`src/hdl/vsrc4_pkg.sv`:
```
package vsrc4_pkg;

	// Sizes of the stores and of the fields
	localparam int PERM_MAX = 256;
	localparam int KEY_MAX  = 32;
	localparam int PERM_AW  = $clog2(PERM_MAX);
	localparam int KEY_AW   = $clog2(KEY_MAX);
	localparam int N_W      = 9;
	localparam int KLEN_W   = 6;
	localparam int DIVD_W   = 10;
	localparam int MOD_STEPS = DIVD_W;

	localparam logic [N_W-1:0]    PERM_MAX_N  = N_W'(PERM_MAX);
	localparam logic [KLEN_W-1:0] KEY_MAX_LEN = KLEN_W'(KEY_MAX);

	// Item kinds
	typedef enum logic [1:0] {
		FUNC_KEY   = 2'd0,
		FUNC_SCHED = 2'd1,
		FUNC_DATA  = 2'd2,
		FUNC_NONE  = 2'd3
	} func_t;

	// Register indexes on the configuration port
	localparam logic CFG_PERM_SIZE  = 1'b0;
	localparam logic CFG_KEY_LENGTH = 1'b1;

	typedef struct packed {
		func_t       func;
		logic [4:0]  key_index;
		logic [7:0]  data_in;
	} item_t;

	typedef struct packed {
		logic        valid;
		logic [7:0]  data_out;
		logic        status;
	} result_t;

endpackage

```
`src/hdl/variable_size_rc4_cipher.sv`:
```
// Variable-size RC4-style stream cipher.
// Input beats arrive on s_tvalid/s_tready with the item kind on s_tuser: load a
// key byte, run the key schedule, or cipher one data byte. Each input beat
// gives exactly one output beat on m_tvalid/m_tready: the ciphered byte on
// m_tdata and a status flag on m_tuser (set for a data byte before any schedule).
// The user writes perm_size and key_length through cfg_we/cfg_index/cfg_wdata
// only while the block is idle; the block itself does not enforce this.
// One item is worked at a time; s_tready is high only while the sequencer idles.
// A key load or a refused data byte passes through the response state and then
// the output register. A data byte needs no long division when every index sum
// stays below twice N; for each of its three reductions whose sum does not, the
// shared modulo unit walks all 10 dividend bits. The key schedule first fills
// the permutation, then works each of N entries in turn, paced by the modulo
// unit and the single write port of the permutation memory.
// Reset clears the stream indices, the key position and the schedule flag, and
// restores perm_size to 256 and key_length to 1; key bytes and the permutation
// hold garbage until loaded and scheduled.
// A stalled receiver holds the result in the output register; the next item is
// still taken and worked, and its result waits in the sequencer until the
// output register frees.
module variable_size_rc4_cipher
	import vsrc4_pkg::*;
(
	input  logic              clk,
	input  logic              arst_n,
	input  logic              s_tvalid,
	output logic              s_tready,
	input  logic [15:0]       s_tdata,   // [4:0] key_index, [12:5] data_in, rest zero
	input  logic [1:0]        s_tuser,   // [1:0] func
	output logic              m_tvalid,
	input  logic              m_tready,
	output logic [7:0]        m_tdata,   // [7:0] data_out
	output logic              m_tuser,   // [0] status
	input  logic              cfg_we,
	input  logic              cfg_index,
	input  logic [N_W-1:0]    cfg_wdata
);

	logic [N_W-1:0]    perm_size_q;
	logic [KLEN_W-1:0] key_length_q;
	logic [N_W-1:0]    perm_n;
	logic [KLEN_W-1:0] key_len;

	logic    core_idle;
	logic    start;
	item_t   item;
	result_t res;
	logic    res_ack;

	logic       m_tvalid_q;
	logic [7:0] m_data_q;
	logic       m_status_q;

	// Configuration registers
	always_ff @(posedge clk or negedge arst_n) begin
		if (!arst_n) begin
			perm_size_q  <= PERM_MAX_N;
			key_length_q <= KLEN_W'(1);
		end else if (cfg_we) begin
			unique case (cfg_index)
				CFG_PERM_SIZE:  perm_size_q  <= cfg_wdata;
				CFG_KEY_LENGTH: key_length_q <= cfg_wdata[KLEN_W-1:0];
				default: begin
				end
			endcase
		end
	end

	// Clamp the registers into their working ranges
	always_comb begin
		priority if (perm_size_q == '0) begin
			perm_n = N_W'(1);
		end else if (perm_size_q > PERM_MAX_N) begin
			perm_n = PERM_MAX_N;
		end else begin
			perm_n = perm_size_q;
		end
		priority if (key_length_q == '0) begin
			key_len = KLEN_W'(1);
		end else if (key_length_q > KEY_MAX_LEN) begin
			key_len = KEY_MAX_LEN;
		end else begin
			key_len = key_length_q;
		end
	end

	// Unpack the input beat
	assign s_tready       = core_idle;
	assign start          = s_tvalid && core_idle;
	assign item.func      = func_t'(s_tuser);
	assign item.key_index = s_tdata[4:0];
	assign item.data_in   = s_tdata[12:5];

	vsrc4_core u_core (
		.clk     (clk),
		.arst_n  (arst_n),
		.start   (start),
		.item    (item),
		.perm_n  (perm_n),
		.key_len (key_len),
		.idle    (core_idle),
		.res     (res),
		.res_ack (res_ack)
	);

	// Output register: load when empty or being drained
	assign res_ack = res.valid && (!m_tvalid_q || m_tready);

	always_ff @(posedge clk or negedge arst_n) begin
		if (!arst_n) begin
			m_tvalid_q <= 1'b0;
		end else if (res_ack) begin
			m_tvalid_q <= 1'b1;
		end else if (m_tready) begin
			m_tvalid_q <= 1'b0;
		end
	end

	always_ff @(posedge clk) begin
		if (res_ack) begin
			m_data_q   <= res.data_out;
			m_status_q <= res.status;
		end
	end

	assign m_tvalid = m_tvalid_q;
	assign m_tdata  = m_data_q;
	assign m_tuser  = m_status_q;

endmodule

```
`src/hdl/vsrc4_mod.sv`:
```
module vsrc4_mod
	import vsrc4_pkg::*;
(
	input  logic              clk,
	input  logic              arst_n,
	input  logic              start,
	input  logic [DIVD_W-1:0] dividend,
	input  logic [N_W-1:0]    divisor,
	output logic              done,
	output logic [7:0]        remainder
);

	logic              busy_q;
	logic              done_q;
	logic [3:0]        cnt_q;
	logic [DIVD_W-1:0] num_q;
	logic [N_W-1:0]    div_q;
	logic [N_W-1:0]    rem_q;

	logic [DIVD_W:0]   diff1;
	logic [DIVD_W-1:0] trial;
	logic [DIVD_W-1:0] trial_sub;

	// One subtract covers sums below twice the modulus
	assign diff1     = {1'b0, dividend} - {2'b0, divisor};
	assign trial     = {rem_q, num_q[DIVD_W-1]};
	assign trial_sub = trial - {1'b0, div_q};

	// Restoring reduction, one dividend bit per cycle on the slow path
	always_ff @(posedge clk or negedge arst_n) begin
		if (!arst_n) begin
			busy_q <= 1'b0;
			done_q <= 1'b0;
			cnt_q  <= '0;
		end else begin
			done_q <= 1'b0;
			if (start) begin
				if (dividend < {1'b0, divisor}) begin
					done_q <= 1'b1;
				end else if (diff1[DIVD_W-1:0] < {1'b0, divisor}) begin
					done_q <= 1'b1;
				end else begin
					busy_q <= 1'b1;
					cnt_q  <= 4'(MOD_STEPS - 1);
				end
			end else if (busy_q) begin
				if (cnt_q == '0) begin
					busy_q <= 1'b0;
					done_q <= 1'b1;
				end else begin
					cnt_q <= cnt_q - 4'd1;
				end
			end
		end
	end

	// Datapath of the reduction
	always_ff @(posedge clk) begin
		if (start) begin
			div_q <= divisor;
			num_q <= dividend;
			if (dividend < {1'b0, divisor}) begin
				rem_q <= dividend[N_W-1:0];
			end else if (diff1[DIVD_W-1:0] < {1'b0, divisor}) begin
				rem_q <= diff1[N_W-1:0];
			end else begin
				rem_q <= '0;
			end
		end else if (busy_q) begin
			num_q <= {num_q[DIVD_W-2:0], 1'b0};
			if (trial >= {1'b0, div_q}) begin
				rem_q <= trial_sub[N_W-1:0];
			end else begin
				rem_q <= trial[N_W-1:0];
			end
		end
	end

	assign done      = done_q;
	assign remainder = rem_q[7:0];

endmodule

```
`src/hdl/vsrc4_core.sv`:
```
module vsrc4_core
	import vsrc4_pkg::*;
(
	input  logic              clk,
	input  logic              arst_n,
	input  logic              start,
	input  item_t             item,
	input  logic [N_W-1:0]    perm_n,
	input  logic [KLEN_W-1:0] key_len,
	output logic              idle,
	output result_t           res,
	input  logic              res_ack
);

	typedef enum logic [14:0] {
		ST_IDLE = 15'b000000000000001,
		ST_FILL = 15'b000000000000010,
		ST_KRD  = 15'b000000000000100,
		ST_KSUM = 15'b000000000001000,
		ST_KMOD = 15'b000000000010000,
		ST_KSW1 = 15'b000000000100000,
		ST_KSW2 = 15'b000000001000000,
		ST_CIW  = 15'b000000010000000,
		ST_CSI  = 15'b000000100000000,
		ST_CJW  = 15'b000001000000000,
		ST_CSJ  = 15'b000010000000000,
		ST_CWJ  = 15'b000100000000000,
		ST_CKW  = 15'b001000000000000,
		ST_COUT = 15'b010000000000000,
		ST_RESP = 15'b100000000000000
	} state_t;

	state_t state_q;

	// Permutation memory, one write and one registered read a cycle
	logic [7:0] perm_mem [PERM_MAX];
	logic [7:0] rdata_q;
	logic               we;
	logic [PERM_AW-1:0] waddr;
	logic [7:0]         wdata;
	logic [PERM_AW-1:0] raddr;

	// Key bytes
	logic [7:0]        key_q [KEY_MAX];
	logic [KEY_AW-1:0] key_raddr;
	logic [7:0]        key_rd;

	// Stream and schedule registers
	logic [7:0]        i_q;
	logic [7:0]        j_q;
	logic [KEY_AW-1:0] kpos_q;
	logic              sched_q;
	logic [N_W-1:0]    m_q;
	logic [KLEN_W-1:0] kc_q;
	logic [7:0]        sm_q;
	logic [7:0]        si_q;
	logic [7:0]        data_q;
	logic [7:0]        kb_q;
	logic [7:0]        out_data_q;
	logic              out_status_q;

	// Shared modulo unit
	logic              mod_start;
	logic [DIVD_W-1:0] mod_divd;
	logic              mod_done;
	logic [7:0]        mod_rem;

	logic [N_W-1:0]    fill_val;
	logic [KLEN_W-1:0] key_back;
	logic [KLEN_W-1:0] kpos_inc;
	logic [KLEN_W-1:0] kc_inc;
	logic              m_last;

	vsrc4_mod u_mod (
		.clk       (clk),
		.arst_n    (arst_n),
		.start     (mod_start),
		.dividend  (mod_divd),
		.divisor   (perm_n),
		.done      (mod_done),
		.remainder (mod_rem)
	);

	assign fill_val = perm_n - N_W'(1) - m_q;
	assign key_back = key_len - KLEN_W'(1) - kc_q;
	assign kpos_inc = {1'b0, kpos_q} + KLEN_W'(1);
	assign kc_inc   = kc_q + KLEN_W'(1);
	assign m_last   = (m_q == perm_n - N_W'(1));
	assign key_rd   = key_q[key_raddr];

	// Steer memory ports, key read and the modulo unit by state
	always_comb begin
		we        = 1'b0;
		waddr     = '0;
		wdata     = '0;
		raddr     = '0;
		key_raddr = kpos_q;
		mod_start = 1'b0;
		mod_divd  = '0;
		unique case (state_q)
			ST_IDLE: begin
				mod_start = start && (item.func == FUNC_DATA) && sched_q;
				mod_divd  = {2'b0, i_q} + DIVD_W'(1);
			end
			ST_FILL: begin
				we    = 1'b1;
				waddr = m_q[PERM_AW-1:0];
				wdata = fill_val[7:0];
			end
			ST_KRD: begin
				raddr = m_q[PERM_AW-1:0];
			end
			ST_KSUM: begin
				key_raddr = key_back[KEY_AW-1:0];
				mod_start = 1'b1;
				mod_divd  = {2'b0, j_q} + {2'b0, rdata_q} + {2'b0, key_rd};
			end
			ST_KMOD: begin
				raddr = mod_rem;
			end
			ST_KSW1: begin
				we    = 1'b1;
				waddr = m_q[PERM_AW-1:0];
				wdata = rdata_q;
			end
			ST_KSW2: begin
				we    = 1'b1;
				waddr = j_q;
				wdata = sm_q;
			end
			ST_CIW: begin
				raddr = mod_rem;
			end
			ST_CSI: begin
				mod_start = 1'b1;
				mod_divd  = {2'b0, j_q} + {2'b0, rdata_q};
			end
			ST_CJW: begin
				raddr = mod_rem;
			end
			ST_CSJ: begin
				we    = 1'b1;
				waddr = i_q;
				wdata = rdata_q;
			end
			ST_CWJ: begin
				we        = 1'b1;
				waddr     = j_q;
				wdata     = si_q;
				mod_start = 1'b1;
				mod_divd  = {2'b0, si_q} + {2'b0, sm_q};
			end
			ST_CKW: begin
				raddr = mod_rem;
			end
			ST_COUT: begin
			end
			ST_RESP: begin
			end
			default: begin
			end
		endcase
	end

	// Memory and key store
	always_ff @(posedge clk) begin
		if (we) begin
			perm_mem[waddr] <= wdata;
		end
		rdata_q <= perm_mem[raddr];
		if (state_q == ST_IDLE && start && item.func == FUNC_KEY) begin
			key_q[item.key_index] <= item.data_in;
		end
	end

	// Sequencer
	always_ff @(posedge clk or negedge arst_n) begin
		if (!arst_n) begin
			state_q <= ST_IDLE;
			i_q     <= '0;
			j_q     <= '0;
			kpos_q  <= '0;
			sched_q <= 1'b0;
			m_q     <= '0;
			kc_q    <= '0;
		end else begin
			unique case (state_q)
				ST_IDLE: begin
					if (start) begin
						unique case (item.func)
							FUNC_SCHED: begin
								m_q     <= '0;
								state_q <= ST_FILL;
							end
							FUNC_DATA: begin
								if (sched_q) begin
									kpos_q  <= (kpos_inc >= key_len) ? '0 :
										kpos_inc[KEY_AW-1:0];
									state_q <= ST_CIW;
								end else begin
									state_q <= ST_RESP;
								end
							end
							FUNC_KEY, FUNC_NONE: begin
								state_q <= ST_RESP;
							end
							default: begin
								state_q <= ST_RESP;
							end
						endcase
					end
				end
				ST_FILL: begin
					if (m_last) begin
						m_q     <= '0;
						kc_q    <= '0;
						j_q     <= '0;
						state_q <= ST_KRD;
					end else begin
						m_q <= m_q + N_W'(1);
					end
				end
				ST_KRD: state_q <= ST_KSUM;
				ST_KSUM: state_q <= ST_KMOD;
				ST_KMOD: begin
					if (mod_done) begin
						j_q     <= mod_rem;
						state_q <= ST_KSW1;
					end
				end
				ST_KSW1: state_q <= ST_KSW2;
				ST_KSW2: begin
					if (m_last) begin
						i_q     <= '0;
						j_q     <= '0;
						kpos_q  <= '0;
						sched_q <= 1'b1;
						state_q <= ST_RESP;
					end else begin
						m_q     <= m_q + N_W'(1);
						kc_q    <= (kc_inc >= key_len) ? '0 : kc_inc;
						state_q <= ST_KRD;
					end
				end
				ST_CIW: begin
					if (mod_done) begin
						i_q     <= mod_rem;
						state_q <= ST_CSI;
					end
				end
				ST_CSI: state_q <= ST_CJW;
				ST_CJW: begin
					if (mod_done) begin
						j_q     <= mod_rem;
						state_q <= ST_CSJ;
					end
				end
				ST_CSJ: state_q <= ST_CWJ;
				ST_CWJ: state_q <= ST_CKW;
				ST_CKW: begin
					if (mod_done) begin
						state_q <= ST_COUT;
					end
				end
				ST_COUT: state_q <= ST_RESP;
				ST_RESP: begin
					if (res_ack) begin
						state_q <= ST_IDLE;
					end
				end
				default: state_q <= ST_IDLE;
			endcase
		end
	end

	// Payload: captured operands and the result byte
	always_ff @(posedge clk) begin
		unique case (state_q)
			ST_IDLE: begin
				data_q       <= item.data_in;
				kb_q         <= key_rd;
				out_data_q   <= '0;
				out_status_q <= (item.func == FUNC_DATA) && !sched_q;
			end
			ST_KSUM: sm_q <= rdata_q;
			ST_CSI:  si_q <= rdata_q;
			ST_CSJ:  sm_q <= rdata_q;
			ST_COUT: begin
				out_data_q   <= data_q ^ kb_q ^ rdata_q;
				out_status_q <= 1'b0;
			end
			default: begin
			end
		endcase
	end

	assign idle         = (state_q == ST_IDLE);
	assign res.valid    = (state_q == ST_RESP);
	assign res.data_out = out_data_q;
	assign res.status   = out_status_q;

endmodule
```
`config.mk`:
```
export PLATFORM = sky130hd
export DESIGN_NAME = variable_size_rc4_cipher
export DESIGN_NICKNAME = d
export VERILOG_FILES = /design/src/hdl/vsrc4_pkg.sv /design/src/hdl/variable_size_rc4_cipher.sv /design/src/hdl/vsrc4_mod.sv /design/src/hdl/vsrc4_core.sv
export SDC_FILE = /design/constraint.sdc
export NUM_CORES = 2
export LEC_CHECK = 0
export ABC_CLOCK_PERIOD_IN_PS = 21600
export BUFFER_PORTS_ARGS = -buffer_cell sky130_fd_sc_hd__buf_4
export CAP_MARGIN = 0
export CELL_PAD_IN_SITES_DETAIL_PLACEMENT = 1
export CELL_PAD_IN_SITES_GLOBAL_PLACEMENT = 1
export CORE_MARGIN = 2
export CORE_UTILIZATION = 30
export DETAILED_ROUTE_END_ITERATION = 16
export PLACE_DENSITY_LB_ADDON = 0.1
export SLEW_MARGIN = 20
export SYNTH_ARGS = -nofsm -noshare
export SYNTH_HDL_FRONTEND = slang
export SYNTH_HIERARCHICAL = 1
export SYNTH_SLANG_ARGS = --single-unit
```
`constraint.sdc`:
```
create_clock -name clk -period 21.6 [get_ports clk]
set_clock_uncertainty 0.1 [all_clocks]
set_input_delay 3.24 -clock clk [delete_from_list [all_inputs] [get_ports clk]]
set_output_delay 3.24 -clock clk [all_outputs]
set_load 0.01 [all_outputs]
```
======== Word-level counts from Yosys, hierarchy flattened ========
Memory sizes are Yosys's and may differ from the RTL's. A register that Yosys moved wholly into a read port is not among the register bits.
Index checks and enable logic that the tools add are counted.
storage, ports and cells
  input bits .............................. 33
  output and inout port bits .............. 11
  bits in writable memories ............... 2,304
  logic and storage cells ................. 200
  memories kept ........................... 2
  register bits after elaboration ......... 152
memories
  memory           depth  bits a word  rd ports  clocked after Yosys merged registers in  write ports  line              source
  u_core.perm_mem  256    8            1         1                                        1            vsrc4_core.sv:36  logic [7:0] perm_mem [PERM_MAX];
  u_core.key_q     32     8            1         0                                        1            vsrc4_core.sv:44  logic [7:0] key_q [KEY_MAX];
cells by class
  add/sub/neg operators ................... 14
  reductions and logical operators ........ 43
  magnitude comparators ................... 7
  equality and inequality tests ........... 36
  bitwise logic cells ..................... 3
  mux-type cells .......................... 71
operator list
  kind                                                                      number
  15-bit one-hot mux with 15 select lines                                   1
  15-bit two-way mux                                                        9
  9-bit two-way mux                                                         11
  8-bit one-hot mux with 2 select lines                                     4
  15-bit one-hot mux with 3 select lines                                    1
  10-bit one-hot mux with 4 select lines                                    1
  8-bit one-hot mux with 4 select lines                                     1
  5-bit two-way mux                                                         6
  6-bit two-way mux                                                         5
  9-bit one-hot mux with 3 select lines                                     1
  8-bit one-hot mux with 3 select lines                                     1
  10-bit by 9-bit less-than comparator with 1-bit output                    2
  10-bit two-way mux                                                        2
  4-bit two-way mux                                                         5
  2-bit by 1-bit != test with 1-bit output (second input constant)          10
  8-bit by 8-bit adder with 9-bit output                                    2
  1-bit two-way mux                                                         17
  8-bit two-way mux                                                         2
  8-bit bitwise XOR                                                         2
  15-bit by 1-bit equality test with 1-bit output (second input constant)   1
  15-bit by 10-bit equality test with 1-bit output (second input constant)  1
  15-bit by 11-bit equality test with 1-bit output (second input constant)  1
  15-bit by 12-bit equality test with 1-bit output (second input constant)  1
  15-bit by 13-bit equality test with 1-bit output (second input constant)  1
  other kinds (52)                                                          86

======== Logic depth before layout (Yosys ltp) ========
An unclocked memory read counts as a cell.
  depth after elaboration ................. 14
  depth in mapped cells ................... 36
  mapped depth without buffers ............ 35

======== Hierarchy ========
Netlist, hierarchy kept.
modules (own cells, without submodules)
  module                    cells an instance  area each (µm²)  instances  seq. area each (µm²)
  vsrc4_core                6,378              96,802.8         1          71,880.2
  vsrc4_mod                 280                2,775.2          1          991.0
  variable_size_rc4_cipher  68                 1,038.5          1          673.1

======== Worst setup path before layout ========
Ideal clock, no wire load.
  path kind ............................... register to register
  start point ............................. register perm_size_q[8]
  end point ............................... memory u_core.perm_mem[0][7] (data pin)
  data arrival time ....................... 12.914 ns
  period minus slack after synthesis ...... 15.201 ns
  buffers on the path ..................... 1
  slack ................................... 6.399 ns
  stages on the path, launching flop included .. 16
  data required time ...................... 19.313 ns
  cell sequence ........................... dfstp_2 -> buf_6 -> or4_4 -> o22ai_2 -> inv_1 -> ha_1 -> inv_1 -> ha_1 -> a21o_1 -> a21o_1 -> a21o_1 -> a21o_1 -> a21o_1 -> a21oi_1 -> xor2_1 -> o21ai_0
between the ends
  cells in the longest elaborated chain, start to end .. 6
ends and longest elaborated chain
  what                                           line                            source
  from (decl)                                    variable_size_rc4_cipher.sv:39  logic [N_W-1:0] perm_size_q;
  from (signal assigned)                         variable_size_rc4_cipher.sv:61  CFG_PERM_SIZE: perm_size_q <= cfg_wdata;
  9-bit > comparator                             variable_size_rc4_cipher.sv:73  end else if (perm_size_q > PERM_MAX_N) begin
  9-bit two-way mux                              variable_size_rc4_cipher.sv:73
  9-bit two-way mux *                            variable_size_rc4_cipher.sv:71  priority if (perm_size_q == '0) begin
  named net perm_n[0]                            variable_size_rc4_cipher.sv:41  logic [N_W-1:0] perm_n;
  9-bit by 1-bit subtractor with 9-bit output *  vsrc4_core.sv:84                assign fill_val = perm_n - N_W'(1) - m_q;
  8-bit subtractor *                             vsrc4_core.sv:84
  8-bit one-hot mux with 4 select lines *        vsrc4_core.sv:100               unique case (state_q)
  named net u_core.wdata[7]                      vsrc4_core.sv:40                logic [7:0] wdata;
  to (decl)                                      vsrc4_core.sv:36
The timed path passes the listed nets; every way through them passes the cells marked *.

======== Final worst setup path ========
  start point ............................. register u_core.state_q[4]
  end point ............................... register u_core.u_mod.rem_q[4] (data pin)
between the ends
  cells in the longest elaborated chain, start to end .. 10
ends and longest elaborated chain
  what                                                    line               source
  from (decl)                                             vsrc4_core.sv:33   state_t state_q;
  from (signal assigned)                                  vsrc4_core.sv:179  state_q <= ST_IDLE;
  from (signal assigned)                                  vsrc4_core.sv:193  state_q <= ST_FILL;
  from (signal assigned)                                  vsrc4_core.sv:199  state_q <= ST_CIW;
  15-bit by 4-bit equality test with 1-bit output *       vsrc4_core.sv:100
  5-bit two-way mux *                                     vsrc4_core.sv:100
  memory read 32 x 8 bit *                                n/a
  named net u_core.key_rd[0]                              vsrc4_core.sv:46   logic [7:0] key_rd;
  10-bit by 8-bit adder with 10-bit output *              vsrc4_core.sv:116  mod_divd = {2'b0, j_q} + {2'b0, rdata_q} + {2'b0, key_rd};
  10-bit one-hot mux with 4 select lines *                vsrc4_core.sv:100
  named net u_core.mod_divd[8]                            vsrc4_core.sv:64   logic [DIVD_W-1:0] mod_divd;
  10-bit by 9-bit subtractor with 10-bit output           vsrc4_mod.sv:25    assign diff1 = {1'b0, dividend} - {2'b0, divisor};
  10-bit by 9-bit less-than comparator with 1-bit output  vsrc4_mod.sv:64    end else if (diff1[DIVD_W-1:0] < {1'b0, divisor}) begin
  9-bit two-way mux                                       vsrc4_mod.sv:64
  9-bit two-way mux *                                     vsrc4_mod.sv:62    if (dividend < {1'b0, divisor}) begin
  9-bit two-way mux *                                     vsrc4_mod.sv:59    if (start) begin
  to (signal assigned)                                    vsrc4_mod.sv:63    rem_q <= dividend[N_W-1:0];
  to (signal assigned)                                    vsrc4_mod.sv:65    rem_q <= diff1[N_W-1:0];
  to (signal assigned)                                    vsrc4_mod.sv:72    rem_q <= trial_sub[N_W-1:0];
  to (decl)                                               vsrc4_mod.sv:18    logic [N_W-1:0] rem_q;
Marked as above.
A chain may end at the register's enable or synchronous reset.

==> results.md <==
* Mapped Cells at 6726
* Worst Path Required at 22.23 ns
* Clock power share at 0.453
* Cell count of the worst reg-to-reg path at 35
* CP Launch Type: register
* Reg2reg setup slack at 11.27 ns
* Post-CTS Hold Buffers at 0
* R2R Path Start: u_core/state_q[4]
* Post-route ant nets at 0
* Flop pwr share at 0.508
* Worst-Margin Slew at 1.19 ns
* First drt pass iteration count at 5
* Hold Crit Endpoint: m_tdata[2]
* WL/cell at 28.1 um
* Largest net degree at the start of global routing at 193
* Type of the worst min-delay path: reg2reg
* Total nets after synthesis at 6851
* Logic pwr share at 0.039
* Final WL at 322000 um
* All-Layer GR Usage at 0.186
* Pwr dens at 91.2 nW/um^2
* MaxCap Viol Count at 0
* Fill cells at 34100
* DP HPWL at 192000 um
* Synth warnings at 6
* Crit end category: register
* Worst hold stages at 0
* Int Pwr at 8.19 mW
* Worst Slack Setup Final at 11.27 ns
* CP bufs+invs at 4
* First-pass GRT wire length at 459000 um
* Max Fclk at 96.8 MHz
* Worst reg2reg endpoint: u_core/u_mod/rem_q[4]
* Final Net Count at 6941
* CP max stage delay at 0.69 ns
* Initial core utilization at 0.302
* Max Root-Sink Buffers at 4
* Clock sinks at 2464
* Vias at 58200
* Main flop type after synthesis: edfxtp_1
* CTS buffer count at 293
* CTS H-tree lvls at 5
* Synthesized area at 101000 um^2
* Max FO, Critical Path at 34
* Slew headroom at 0.200
* Fin crit share at 0.478
* Layout area overhead at 14.4%
* Clk Tree Root Cell: clkbuf_16
* # resized after CTS at 0
* Vias per std cell at 5.09
* Hold Crit Start: u_core/out_data_q[2]
* Final count of hold timing violations at 0
* Crit path max-delay cell type: or4_1
* Total negative slack at 0 ns
* Worst path top cell family by delay: compound AO/OA/AOI/OAI gates
* Slew Limit Fails at 0
* Status: finished, final reports clean
* Clock-pin slew on the worst setup and hold paths at 0.06 ns
* Area of the multi-input gates at 25100 um^2
* Total grt overflow at 0
* Leakage at 42.1 nW
* Skew-Pair Late Insertion Delay at 0.90 ns
* Fin util at 0.345
* CP arrival at 10.96 ns
* Sequential area share after synthesis at 0.731
* DR iter-0 viols at 4010
* Unrepaired setup endpoints after global routing: false
* Switching Fraction at 0.221
* Number of remaining DRC errors at 0
* Worst vdd ir at 0.0567 mV
* Yosys top cell by area: edfxtp_1
* Storage element area at 73500 um^2
* Critical path class: reg2reg
* Vias in the first global route at 60800
* Tot Pwr at 10.5 mW
* Gpl congestion at 0.775
* Initial antenna violation count at 17
* Yosys reg bits at 2464
* Row count at 212
* Top Ports at 44
* # Post-CTS Setup Buffers at 0
* Port Buffers at 40
* Die Footprint at 340000 um^2
* Synth cell types at 90
* TritonCTS clock tree: done
* Die height at 583 um
* Post-synth EDFFs at 2382
* P_sw at 2.32 mW
* DIE WIDTH at 583 um
* Core Area at 334000 um^2
* Tmin final at 10.33 ns
* Place WS at 11.24 ns
* Top-area cell type share of the netlist area at 0.711
* Top post-synthesis cells by area: edfxtp_1 71%, mux2i_1 6.7%, nand2_1 3.3%
* Layout cells sized above 1 at 0.106
* Final setup violating endpoints at 0
* FFs w/ async S/R, synth at 0.0300
* Mean Syn Cell Area at 15.0 um^2
==> final cells by class <==
| class | instances | area share |
|---|---|---|
| Inverter | 85 | 0.00277 |
| Antenna cell | 10 | 0.000217 |
| Timing Repair Buffer | 176 | 0.0134 |
| Clock buffer | 379 | 0.0689 |
| Multi-Input combinational cell | 3796 | 0.218 |
| Sequential cell | 2464 | 0.639 |
| Clock inverter | 137 | 0.0102 |
| Tap cell | 4387 | 0.0477 |
==> registers in the layout, indices dropped and copies added, names as in the netlist, 9 cells and up <==
signal              count
perm_size_q             9
u_core/key_q          256
u_core/m_q              9
u_core/perm_mem      2048
u_core/state_q         15
u_core/u_mod/div_q      9
u_core/u_mod/num_q     10
u_core/u_mod/rem_q      9
==> synthesized netlist by cell type, types with 11 or more instances <==
library cell	n
a211oi_1	19
clkbuf_1	132
mux2_2	43
mux4_2	64
o21bai_1	11
nor2_1	379
nand4_1	34
and2_1	14
dfrtp_1	71
inv_1	84
xor2_1	26
nor3_1	103
nand2_1	883
nand2b_1	21
buf_1	16
buf_4	23
or3_1	14
o211ai_1	12
buf_2	184
nor2b_1	24
ha_1	85
nand3_1	33
a222oi_1	15
o21ai_1	16
o22ai_1	340
a21oi_1	446
buf_6	25
nor4_1	130
o21a_1	13
mux2i_1	676
xnor2_1	55
a21o_1	21
edfxtp_1	2382
o21ai_0	159
o31ai_1	11
==> power groups by stage <==
stage	clock network (mW)	registers (mW)	logic (mW)
final	4.76	5.33	0.411
after floorplan	0	5.47	0.231
after global placement	0	5.43	0.413
after global routing	5.08	5.33	0.453
after detailed placement	0	5.43	0.420
after CTS	4.92	5.33	0.422
==> routing by layer <==
layer,vias to the layer above,routed length (um),track usage
li1,26000,-,-
met1,30800,150000,0.262
met2,1038,153000,0.307
met3,356,12300,0.0237
met4,0,6530,0.0407
met5,-,0,0
==> layout by cell type, fill, tap and decap left out, types with 15 or more instances in the layout <==
cell type,count
a211oi_1,19
a21o_1,21
a21oi_1,443
a222oi_1,15
buf_12,16
buf_4,158
bufinv_16,15
clkbuf_1,71
clkbuf_16,304
clkinv_1,59
clkinv_2,41
dfrtp_1,71
edfxtp_1,2382
ha_1,85
inv_1,84
mux2_2,43
mux2i_1,675
mux4_2,64
nand2_1,868
nand2_2,15
nand2b_1,21
nand3_1,33
nand4_1,34
nor2_1,370
nor2b_1,24
nor3_1,101
nor4_1,130
o21ai_0,152
o21ai_1,16
o22ai_1,340
xnor2_1,55
xor2_1,26
==> metrics by stage <==
step | instances | cell area, um^2 | hold WS [ns]
final | 11400 | 115000 | 0.328
after detailed placement | 10900 | 106000 | 0.322
after global placement | 10900 | 106000 | 0.323
after floorplan | 6726 | 101000 | 0.300
after global routing | 11400 | 115000 | 0.333
after CTS | 11400 | 115000 | 0.333
==> worst max-delay path by stage <==
stage                                 start  slack (ns)  cells past startpoint                     to
final                     u_core/state_q[4]       11.27                     35  u_core/u_mod/rem_q[4]
after global routing      u_core/state_q[4]       10.44                     35  u_core/u_mod/rem_q[4]
after CTS                 u_core/state_q[7]       11.20                     35  u_core/u_mod/cnt_q[3]
after detailed placement  u_core/state_q[4]       11.24                     35  u_core/u_mod/rem_q[4]
after global placement    u_core/state_q[4]       11.20                     35  u_core/u_mod/rem_q[2]
after floorplan              perm_size_q[8]        6.40                     15  u_core/perm_mem[0][7]
==> kinds of logic (layout without fill, tap and decap cells) <==
group,count (synthesis),in the layout,synth area share
mux,785,785,0.0866
flops,2464,2464,0.731
simple gates,1688,1688,0.0728
buf+inv,466,777,0.0224
fa+ha+maj,92,92,0.0120
compound gates,1150,1150,0.0682
other cells,0,10,0
xor+xnor,81,81,0.00705
Power figures use the tool's default switching activity.
